$ cat config.mk
export PLATFORM = sky130hd
export DESIGN_NAME = polyline_path_length
export DESIGN_NICKNAME = d
export VERILOG_FILES = /design/src/hdl/ppl_pkg.sv /design/src/hdl/ppl_sumsq.sv /design/src/hdl/ppl_isqrt.sv /design/src/hdl/polyline_path_length.sv
export SDC_FILE = /design/constraint.sdc
export NUM_CORES = 2
export LEC_CHECK = 0
export ABC_AREA = 1
export ABC_CLOCK_PERIOD_IN_PS = 10800
export BUFFER_PORTS_ARGS = -buffer_cell sky130_fd_sc_hd__buf_2
export CAP_MARGIN = 20
export CORE_MARGIN = 2
export CORE_UTILIZATION = 30
export DETAILED_ROUTE_END_ITERATION = 8
export HOLD_SLACK_MARGIN = 0.03
export PLACE_DENSITY = 0.47
export SLEW_MARGIN = 20
export SYNTH_ARGS = -nofsm -noshare
export SYNTH_HDL_FRONTEND = slang
export SYNTH_SLANG_ARGS = --single-unit
$ cat constraint.sdc
create_clock -name clock -period 10.8 [get_ports clock]
set_input_delay 1.62 -clock clock [delete_from_list [all_inputs] [get_ports clock]]
set_output_delay 1.62 -clock clock [all_outputs]
set_load 0.02 [all_outputs]
$ cat src/hdl/ppl_pkg.sv
// Shared types for the polyline path length block.
// Used by ppl_sumsq, ppl_isqrt and polyline_path_length; no dependencies.
package ppl_pkg;

   localparam int unsigned COUNT_WIDTH = 16;

   typedef enum logic [1:0] {
      ST_IDLE,
      ST_SQUARE,
      ST_ROOT,
      ST_FINISH
   } state_type;

   typedef enum logic [1:0] {
      PART_LL,
      PART_HL,
      PART_HH
   } part_type;

   typedef struct packed {
      logic busy;
      logic done;
   } unit_status_type;

endpackage

$ cat src/hdl/ppl_sumsq.sv
// Sum of squared coordinate differences, built from one half-width multiplier
// used nine times under a small counter. Depends on ppl_pkg.
module ppl_sumsq #(
   parameter int unsigned COORD_WIDTH = 32
) (
   input  logic                          clock,
   input  logic                          reset,
   input  logic                          start,
   input  logic [COORD_WIDTH-1:0]        cur_x,
   input  logic [COORD_WIDTH-1:0]        cur_y,
   input  logic [COORD_WIDTH-1:0]        cur_z,
   input  logic [COORD_WIDTH-1:0]        prev_x,
   input  logic [COORD_WIDTH-1:0]        prev_y,
   input  logic [COORD_WIDTH-1:0]        prev_z,
   output ppl_pkg::unit_status_type      status,
   output logic [2*(COORD_WIDTH+1)-1:0]  radicand
);

   localparam int unsigned MW = COORD_WIDTH + 1;
   localparam int unsigned H  = (MW + 1) / 2;
   localparam int unsigned RW = 2 * MW;

   logic [MW-1:0]     mag_ff [3];
   logic [1:0]        axis_ff;
   ppl_pkg::part_type part_ff;
   logic              busy_ff;
   logic              pv_ff;
   logic              plast_ff;
   ppl_pkg::part_type psel_ff;
   logic [2*H-1:0]    prod_ff;
   logic [RW-1:0]     acc_ff;
   logic              done_ff;

   logic [MW-1:0]     dx, dy, dz;
   logic [MW-1:0]     cur_mag;
   logic [H-1:0]      lo_half, hi_half, op_a, op_b;
   logic [RW-1:0]     shifted;
   logic              last_issue;

   assign dx = {cur_x[COORD_WIDTH-1], cur_x} - {prev_x[COORD_WIDTH-1], prev_x};
   assign dy = {cur_y[COORD_WIDTH-1], cur_y} - {prev_y[COORD_WIDTH-1], prev_y};
   assign dz = {cur_z[COORD_WIDTH-1], cur_z} - {prev_z[COORD_WIDTH-1], prev_z};

   assign cur_mag = mag_ff[axis_ff];
   assign lo_half = cur_mag[H-1:0];
   assign hi_half = H'(cur_mag >> H);
   assign op_a    = (part_ff == ppl_pkg::PART_HH) ? hi_half : lo_half;
   assign op_b    = (part_ff == ppl_pkg::PART_LL) ? lo_half : hi_half;
   assign last_issue = (axis_ff == 2'd2) && (part_ff == ppl_pkg::PART_HH);

   always_comb begin
      unique case (psel_ff)
         ppl_pkg::PART_LL: shifted = RW'(prod_ff);
         ppl_pkg::PART_HL: shifted = RW'(prod_ff) << (H + 1);
         ppl_pkg::PART_HH: shifted = RW'(prod_ff) << (2 * H);
         default:          shifted = '0;
      endcase
   end

   always_ff @(posedge clock) begin
      if (reset) begin
         busy_ff <= 1'b0;
         pv_ff   <= 1'b0;
         done_ff <= 1'b0;
      end else begin
         pv_ff   <= busy_ff;
         done_ff <= pv_ff && plast_ff;
         if (start) begin
            busy_ff <= 1'b1;
         end else if (busy_ff && last_issue) begin
            busy_ff <= 1'b0;
         end
      end
   end

   always_ff @(posedge clock) begin
      if (start) begin
         mag_ff[0] <= dx[MW-1] ? (~dx + 1'b1) : dx;
         mag_ff[1] <= dy[MW-1] ? (~dy + 1'b1) : dy;
         mag_ff[2] <= dz[MW-1] ? (~dz + 1'b1) : dz;
         axis_ff   <= 2'd0;
         part_ff   <= ppl_pkg::PART_LL;
         acc_ff    <= '0;
      end else begin
         if (busy_ff) begin
            prod_ff  <= op_a * op_b;
            psel_ff  <= part_ff;
            plast_ff <= last_issue;
            unique case (part_ff)
               ppl_pkg::PART_LL: part_ff <= ppl_pkg::PART_HL;
               ppl_pkg::PART_HL: part_ff <= ppl_pkg::PART_HH;
               default: begin
                  part_ff <= ppl_pkg::PART_LL;
                  axis_ff <= axis_ff + 2'd1;
               end
            endcase
         end
         if (pv_ff) begin
            acc_ff <= acc_ff + shifted;
         end
      end
   end

   assign status.busy = busy_ff || pv_ff;
   assign status.done = done_ff;
   assign radicand    = acc_ff;

endmodule

$ cat src/hdl/ppl_isqrt.sv
// Floor integer square root, two radicand bits per cycle, one root bit per cycle.
// Depends on ppl_pkg.
module ppl_isqrt #(
   parameter int unsigned COORD_WIDTH = 32
) (
   input  logic                          clock,
   input  logic                          reset,
   input  logic                          start,
   input  logic [2*(COORD_WIDTH+1)-1:0]  radicand,
   output ppl_pkg::unit_status_type      status,
   output logic [COORD_WIDTH:0]          root
);

   localparam int unsigned MW   = COORD_WIDTH + 1;
   localparam int unsigned RW   = 2 * MW;
   localparam int unsigned CNTW = $clog2(MW);

   logic [RW-1:0]   rad_ff;
   logic [MW:0]     rem_ff;
   logic [MW-1:0]   root_ff;
   logic [CNTW-1:0] cnt_ff;
   logic            busy_ff;
   logic            done_ff;

   logic [MW+2:0]   rem_sh;
   logic [MW+2:0]   trial;
   logic            take;

   assign rem_sh = {rem_ff, rad_ff[RW-1:RW-2]};
   assign trial  = (MW + 3)'({root_ff, 2'b01});
   assign take   = rem_sh >= trial;

   always_ff @(posedge clock) begin
      if (reset) begin
         busy_ff <= 1'b0;
         done_ff <= 1'b0;
      end else begin
         done_ff <= busy_ff && (cnt_ff == CNTW'(MW - 1));
         if (start) begin
            busy_ff <= 1'b1;
         end else if (busy_ff && (cnt_ff == CNTW'(MW - 1))) begin
            busy_ff <= 1'b0;
         end
      end
   end

   always_ff @(posedge clock) begin
      if (start) begin
         rad_ff  <= radicand;
         rem_ff  <= '0;
         root_ff <= '0;
         cnt_ff  <= '0;
      end else if (busy_ff) begin
         rad_ff  <= rad_ff << 2;
         cnt_ff  <= cnt_ff + 1'b1;
         rem_ff  <= take ? rem_sh[MW:0] - trial[MW:0] : rem_sh[MW:0];
         root_ff <= {root_ff[MW-2:0], take};
      end
   end

   assign status.busy = busy_ff;
   assign status.done = done_ff;
   assign root        = root_ff;

endmodule

$ cat src/hdl/polyline_path_length.sv
// Top level: 3-D polyline path length with saturating accumulator.
// Depends on ppl_pkg, ppl_sumsq and ppl_isqrt.
//
//   port group  dir  handshake           payload
//   req_        in   req_valid/stall     point_x, point_y, point_z, last_point
//   rsp_        out  rsp_valid/stall     path_length, length_saturated, segments_summed
//   csr_        in   csr_valid/ready     start_index
//
// A point that adds a segment makes nine passes through the shared multiplier,
// then takes one cycle per root bit. A skipped or first point goes from ST_IDLE
// straight to ST_FINISH, with no square or root. Reset clears all trajectory state
// and start_index. A stalled result holds in its output register; the next
// point is taken meanwhile, and only a final point waits for it.
module polyline_path_length #(
   parameter int unsigned COORD_WIDTH  = 32,
   parameter int unsigned LENGTH_WIDTH = 48
) (
   input  logic                               clock,
   input  logic                               reset,
   input  logic                               req_valid,
   output logic                               req_stall,
   input  logic [COORD_WIDTH-1:0]             req_point_x,
   input  logic [COORD_WIDTH-1:0]             req_point_y,
   input  logic [COORD_WIDTH-1:0]             req_point_z,
   input  logic                               req_last_point,
   output logic                               rsp_valid,
   input  logic                               rsp_stall,
   output logic [LENGTH_WIDTH-1:0]            rsp_path_length,
   output logic                               rsp_length_saturated,
   output logic [ppl_pkg::COUNT_WIDTH-1:0]    rsp_segments_summed,
   input  logic                               csr_valid,
   output logic                               csr_ready,
   input  logic [ppl_pkg::COUNT_WIDTH-1:0]    csr_start_index
);

   localparam int unsigned MW = COORD_WIDTH + 1;
   localparam int unsigned SW = ((LENGTH_WIDTH > MW) ? LENGTH_WIDTH : MW) + 1;
   localparam int unsigned CW = ppl_pkg::COUNT_WIDTH;
   localparam logic [LENGTH_WIDTH-1:0] LENGTH_MAX = '1;
   localparam logic [CW-1:0]           COUNT_MAX  = '1;

   ppl_pkg::state_type           state_ff, state_in;
   logic [COORD_WIDTH-1:0]       prev_x_ff, prev_x_in;
   logic [COORD_WIDTH-1:0]       prev_y_ff, prev_y_in;
   logic [COORD_WIDTH-1:0]       prev_z_ff, prev_z_in;
   logic                         have_prev_ff, have_prev_in;
   logic [LENGTH_WIDTH-1:0]      acc_ff, acc_in;
   logic                         sat_ff, sat_in;
   logic [CW-1:0]                pc_ff, pc_in;
   logic [CW-1:0]                seg_ff, seg_in;
   logic [CW-1:0]                start_ff, start_in;
   logic                         last_ff, last_in;
   logic                         rsp_valid_ff, rsp_valid_in;
   logic [LENGTH_WIDTH-1:0]      rsp_len_ff, rsp_len_in;
   logic                         rsp_sat_ff, rsp_sat_in;
   logic [CW-1:0]                rsp_seg_ff, rsp_seg_in;

   logic                         sq_start, root_start;
   ppl_pkg::unit_status_type     sq_status, root_status;
   logic [2*MW-1:0]              radicand;
   logic [MW-1:0]                root;
   logic [SW-1:0]                sum;
   logic                         sum_sat;

   ppl_sumsq #(
      .COORD_WIDTH(COORD_WIDTH)
   ) u_sumsq (
      .clock    (clock),
      .reset    (reset),
      .start    (sq_start),
      .cur_x    (req_point_x),
      .cur_y    (req_point_y),
      .cur_z    (req_point_z),
      .prev_x   (prev_x_ff),
      .prev_y   (prev_y_ff),
      .prev_z   (prev_z_ff),
      .status   (sq_status),
      .radicand (radicand)
   );

   ppl_isqrt #(
      .COORD_WIDTH(COORD_WIDTH)
   ) u_isqrt (
      .clock    (clock),
      .reset    (reset),
      .start    (root_start),
      .radicand (radicand),
      .status   (root_status),
      .root     (root)
   );

   assign sum     = SW'(acc_ff) + SW'(root);
   assign sum_sat = sum >= SW'(LENGTH_MAX);

   always_ff @(posedge clock) begin
      if (reset) begin
         state_ff     <= ppl_pkg::ST_IDLE;
         prev_x_ff    <= '0;
         prev_y_ff    <= '0;
         prev_z_ff    <= '0;
         have_prev_ff <= 1'b0;
         acc_ff       <= '0;
         sat_ff       <= 1'b0;
         pc_ff        <= '0;
         seg_ff       <= '0;
         start_ff     <= '0;
         last_ff      <= 1'b0;
         rsp_valid_ff <= 1'b0;
      end else begin
         state_ff     <= state_in;
         prev_x_ff    <= prev_x_in;
         prev_y_ff    <= prev_y_in;
         prev_z_ff    <= prev_z_in;
         have_prev_ff <= have_prev_in;
         acc_ff       <= acc_in;
         sat_ff       <= sat_in;
         pc_ff        <= pc_in;
         seg_ff       <= seg_in;
         start_ff     <= start_in;
         last_ff      <= last_in;
         rsp_valid_ff <= rsp_valid_in;
      end
   end

   always_ff @(posedge clock) begin
      rsp_len_ff <= rsp_len_in;
      rsp_sat_ff <= rsp_sat_in;
      rsp_seg_ff <= rsp_seg_in;
   end

   always_comb begin
      state_in     = state_ff;
      prev_x_in    = prev_x_ff;
      prev_y_in    = prev_y_ff;
      prev_z_in    = prev_z_ff;
      have_prev_in = have_prev_ff;
      acc_in       = acc_ff;
      sat_in       = sat_ff;
      pc_in        = pc_ff;
      seg_in       = seg_ff;
      start_in     = start_ff;
      last_in      = last_ff;
      rsp_valid_in = rsp_valid_ff && rsp_stall;
      rsp_len_in   = rsp_len_ff;
      rsp_sat_in   = rsp_sat_ff;
      rsp_seg_in   = rsp_seg_ff;
      sq_start     = 1'b0;
      root_start   = 1'b0;

      if (csr_valid && csr_ready) begin
         start_in = csr_start_index;
      end

      unique case (state_ff)
         ppl_pkg::ST_IDLE: begin
            if (req_valid) begin
               last_in  = req_last_point;
               state_in = ppl_pkg::ST_FINISH;
               if (pc_ff != COUNT_MAX) begin
                  pc_in = pc_ff + 1'b1;
               end
               if (pc_ff >= start_ff) begin
                  prev_x_in    = req_point_x;
                  prev_y_in    = req_point_y;
                  prev_z_in    = req_point_z;
                  have_prev_in = 1'b1;
                  if (have_prev_ff) begin
                     sq_start = 1'b1;
                     state_in = ppl_pkg::ST_SQUARE;
                  end
               end
            end
         end
         ppl_pkg::ST_SQUARE: begin
            if (sq_status.done) begin
               root_start = 1'b1;
               state_in   = ppl_pkg::ST_ROOT;
            end
         end
         ppl_pkg::ST_ROOT: begin
            if (root_status.done) begin
               acc_in   = sum_sat ? LENGTH_MAX : sum[LENGTH_WIDTH-1:0];
               sat_in   = sat_ff || sum_sat;
               state_in = ppl_pkg::ST_FINISH;
               if (seg_ff != COUNT_MAX) begin
                  seg_in = seg_ff + 1'b1;
               end
            end
         end
         ppl_pkg::ST_FINISH: begin
            if (!last_ff) begin
               state_in = ppl_pkg::ST_IDLE;
            end else if (!rsp_valid_ff || !rsp_stall) begin
               rsp_valid_in = 1'b1;
               rsp_len_in   = acc_ff;
               rsp_sat_in   = sat_ff;
               rsp_seg_in   = seg_ff;
               prev_x_in    = '0;
               prev_y_in    = '0;
               prev_z_in    = '0;
               have_prev_in = 1'b0;
               acc_in       = '0;
               sat_in       = 1'b0;
               pc_in        = '0;
               seg_in       = '0;
               last_in      = 1'b0;
               state_in     = ppl_pkg::ST_IDLE;
            end
         end
         default: state_in = ppl_pkg::ST_IDLE;
      endcase
   end

   assign req_stall            = (state_ff != ppl_pkg::ST_IDLE);
   assign csr_ready            = (state_ff == ppl_pkg::ST_IDLE);
   assign rsp_valid            = rsp_valid_ff;
   assign rsp_path_length      = rsp_len_ff;
   assign rsp_length_saturated = rsp_sat_ff;
   assign rsp_segments_summed  = rsp_seg_ff;

`ifndef ASSERT_OFF
   a_seg_le_points: assert property (@(posedge clock) disable iff (reset)
      seg_ff <= pc_ff)
      else $error("segment count exceeds point count");

   a_sat_holds_max: assert property (@(posedge clock) disable iff (reset)
      sat_ff |-> (acc_ff == LENGTH_MAX))
      else $error("saturation flag set but length below maximum");

   a_no_prev_no_seg: assert property (@(posedge clock) disable iff (reset)
      !have_prev_ff |-> (seg_ff == '0) && (acc_ff == '0))
      else $error("length accumulated without a kept point");

   a_sq_in_state: assert property (@(posedge clock) disable iff (reset)
      (sq_status.busy || sq_status.done) |-> (state_ff == ppl_pkg::ST_SQUARE))
      else $error("square unit active outside its state");

   a_root_in_state: assert property (@(posedge clock) disable iff (reset)
      (root_status.busy || root_status.done) |-> (state_ff == ppl_pkg::ST_ROOT))
      else $error("root unit active outside its state");
`endif

endmodule
* Word level (Yosys, flattened, before mapping) *
Memory sizes are Yosys's and may differ from the RTL's. A register that Yosys moved wholly into a read port is not among the register bits.
Cells that the tools add are included.

word-level totals
  register bits = 514
  RAM bits = 99
  input bits = 118
  output and inout port bits = 68
  word-level logic and storage cells = 172
  memories = 1

cells by class
  add/sub/neg operators = 13
  $mul = 1
  order comparisons = 3
  eq/ne operators = 20
  multiplexer cells = 70
  bitwise gates (word level) = 5
  reduce and logical (&&, ||, !) cells = 29

memory list
  memory          words  width  read ports  clocked after Yosys merged registers in  wr ports  RTL line         text
  u_sumsq.mag_ff  3      33     1           1                                        3         ppl_sumsq.sv:23  logic [MW-1:0] mag_ff [3];

operators with widths
  operator               count
  $mux 32                8
  $pmux 66 s3            1
  $mux 48                4
  $pmux 32 s2            3
  $mux 66                2
  $add 33x1->33 const B  3
  $mux 33                3
  $not 33->33            3
  $sub 32x32->33         3
  $mux 16                6
  $pmux 48 s2            1
  $add 66x66->66         1
  $pmux 16 s2            2
  $add 48x33->49         1
  $ge 49x48->1 const B   1
  $ge 36x35->1           1
  $mul 17x17->34         1
  $mux 17                2
  $mux 34                1
  $sub 34x34->34         1
  $add 16x1->16 const B  2
  $ne 16x16->1 const B   2
  $mux 1                 23
  $mux 2                 9
  other kinds (23)       57

* Longest topological paths before layout *
  depth in word-level cells = 6
  gate-level depth with buffers = 39
  mapped depth without buffers = 37

* Modules after synthesis *
From an unflattened synthesis, not the netlist that was laid out.

unflattened totals
  cell total of the unflattened synthesis = 8706
  area total of the unflattened synthesis = 57061.0 µm²

modules (own cells, without submodules)
  module                times used  cells each  area an instance (µm²)  seq. area each (µm²)
  ppl_sumsq             1           5422        34061.4                 5585.4
  polyline_path_length  1           2103        14764.2                 5915.7
  ppl_isqrt             1           1181        8235.4                  3483.3

* Least setup slack after synthesis *
Ideal clock, no wire load.

  path type = register to register
  start = register with a tool-made name
  end = register u_sumsq.prod_ff[28] (data pin)
  library setup time = 265 ps
  data arrival time = 6507 ps
  data required time = 10535 ps
  setup slack = 4028 ps
  stages on the path, launching flop included = 30
  path buffers = 3
  period minus slack after synthesis = 6772 ps
  path through = dfxtp_1 inv_2 clkbuf_1 clkbuf_1 o21ai_0 o21ai_1 clkbuf_1 nand2_1 fa_1 fa_1 fa_1 inv_1 fa_1 fa_1 inv_1 fa_1 inv_1 ha_1 a21oi_1 o21ai_0 o21bai_1 nand2_1 nand2_1 nand2_1 nand2_1 nand2_1 nand2_1 a21oi_1 o21ai_0 xor2_1

RTL lines
  element               RTL line         text
  end signal, assigned  ppl_sumsq.sv:86  prod_ff <= op_a * op_b;
  end, declared         ppl_sumsq.sv:30  logic [2*H-1:0] prod_ff;

==> impl_metrics.json <==
{
  "start_kind": "flip-flop",
  "grt_max_degree": 98,
  "initial_core_util": 0.302,
  "setup_viol": 0,
  "crit_cells": 34,
  "vias": 49800,
  "area_growth_pct": 11.1,
  "synth_edf_count": 267,
  "ys_top_cells_by_count": "nand2_1, inv_1, nor2_1",
  "core_um2": 179000,
  "clock.fmax_mhz": 117,
  "max-cap-violations": 0,
  "crit_family": "adder cells",
  "drv_slew": 0,
  "htree_levels": 3,
  "path_clk_slew_ns": 0.06,
  "cpPeakStageDelay_ns": 1.01,
  "reg2reg_depth": 34,
  "num-nets-final": 8639,
  "grt_use_total": 0.194,
  "hold_path.class": "flip-flop to flip-flop",
  "fin_worst_skew_ns": 0.0289,
  "status": "completed",
  "final.setup.worst_slack_ns": 2.28,
  "critical_path_buf_inv_count": 9,
  "worstPathArrival_ns": 8.96,
  "numCtsBuffers": 77,
  "tns_ns": 0,
  "netlist_instances": 7833,
  "synthTopCellsByArea": "edfxtp_1, nand2_1, dfxtp_1",
  "ys.flop_type": "dfxtp_1",
  "dp_slack_ns": 2.34,
  "wire_per_inst_um": 17.5,
  "critPathMaxFanout": 34,
  "synthArstFlopShare": 0,
  "clock-sinks": 615,
  "tightestPinTransition_ns": 1.05,
  "synth.distinct_cells": 57,
  "rsz0062_at_grt": "no",
  "portBuffers": 185,
  "die_h_um": 428,
  "cts_root_buffer": "clkbuf_16",
  "worst-endpoint-required_ns": 11.24,
  "synth_top_cell_area_share": 0.149,
  "critPathSlowestCell": "dfxtp_1",
  "multi_input_area_um2": 32900,
  "yosys.area.top_type": "edfxtp_1",
  "grt_antenna_before_repair": 4,
  "slew_headroom": 0.302,
  "drc": 0,
  "hold_viol": 0,
  "layout_min_cycle_time_ns": 8.52,
  "n_fill_cell": 19500,
  "synth-seq-area-share": 0.278,
  "holdPathStages": 0,
  "ys_ff_latch": 615,
  "crit_path_end_kind": "flip-flop",
  "yosysMostFrequentCell": "nand2_1",
  "boundaryPins": 186,
  "drt_first_iter_violations": 3321,
  "ant_nets": 0,
  "firstDrtPassIters": 6,
  "routed_wirelength_mm": 181,
  "yosysWarnings": 0,
  "syn-num-nets": 8545,
  "cts_max_path_buffers": 3,
  "gp_congestion": 0.904,
  "dpl.hpwl_mm": 144,
  "grt_pass1_wl_mm": 284,
  "cp_common_cell": "nand2_1",
  "ctsHoldBuffers": 0,
  "die_w_um": 428,
  "rows": 155,
  "drt-vias-per-instance": 4.81,
  "worstSkewPairLatency_ns": 0.71,
  "syn_area_per_cell_um2": 6.89,
  "drive_above_1_share": 0.0623,
  "dieArea_um2": 183000,
  "grt_pass1_vias": 48300,
  "post_cts_buffers": 0,
  "seq_area_um2": 15000,
  "syn_area_um2": 53900,
  "cts_resized": 0,
  "fin_crit_sh": 0.789,
  "worstSetupPathType": "flip-flop to flip-flop",
  "cts_tree": "done",
  "grt_overflow": 0
}
[flip-flops by register name, summed over array words and instances (netlist names), 2 cells and up, named ones only]
register / flops
u_sumsq.part_ff: 2
seg_ff: 16
acc_ff: 48
pc_ff: 16
prev_x_ff: 32
u_sumsq.prod_ff: 34
u_sumsq.radicand: 66
prev_z_ff: 32
start_ff: 16
rsp_segments_summed: 16
u_isqrt.rem_ff: 34
rsp_path_length: 48
u_sumsq.axis_ff: 2
u_sumsq.psel_ff: 2
u_sumsq.mag_ff: 99
prev_y_ff: 32
u_isqrt.root: 33
state_ff: 2
u_isqrt.rad_ff: 66
u_isqrt.cnt_ff: 6
[layout make-up]
cell class	instances	share of cell area
antenna	2	0.0000835
multi-input combinational	5608	0.550
inverter	1399	0.0877
timing repair buffer	226	0.0207
clock inverter	37	0.00526
clock buffer	106	0.0375
sequential	615	0.250
tap	2355	0.0492
[through the flow]
step           cell area [µm²]  hold WS (ns)  std cells   util
2_1_floorplan            53900         0.403       7833      -
3_3_place_gp             57400         0.416      10200  0.321
3_5_place_dp             57400         0.416      10200  0.321
4_1_cts                  59900         0.430      10300  0.335
6_report                 59900         0.429      10300  0.336
5_1_grt                  59900         0.440      10300  0.336
[worst paths after layout]
kind	slack (ns)	end	start
hold reg to reg	0.43	rsp_segments_summed[4]	seg_ff[4]
hold / removal	0.43	rsp_segments_summed[4]	seg_ff[4]
setup reg to reg	2.28	u_sumsq.prod_ff[28]	flip-flop
setup / recovery	2.28	u_sumsq.prod_ff[28]	flip-flop
[cells in the final DEF, fill, tap and decap left out, types with 144 or more instances in the layout]
cell type / count
nand2_1: 2131
dfxtp_1: 347
fa_1: 229
edfxtp_1: 267
xor2_1: 144
ha_1: 365
o21ai_0: 344
nor2_1: 663
buf_2: 184
nand3_1: 345
a21oi_1: 571
inv_1: 1371
[per-layer routing]
metal,vias up,part of all wire,track usage,routed length (µm)
li1,25300,-,-,-
met1,23400,0.49,0.275,88300
met2,980,0.45,0.317,81900
met3,177,0.040,0.0203,7210
met4,0,0.022,0.0443,3900
met5,-,0,0,0
[kinds of logic (layout without fill, tap and decap cells)]
family	count (synthesis)	count (layout)	synth area share
AO/OA/AOI/OAI	1239	1239	0.127
XOR/XNOR	199	199	0.0327
adder cells (fa/ha/maj)	594	594	0.170
buffers and inverters	1610	1768	0.113
flip-flops	615	615	0.278
other	0	2	0
AND/OR/NAND/NOR	3576	3576	0.280
Power is left out: the tool's default activity adds up to more than one toggle a clock period on the data nets, which glitch-free logic cannot reach.
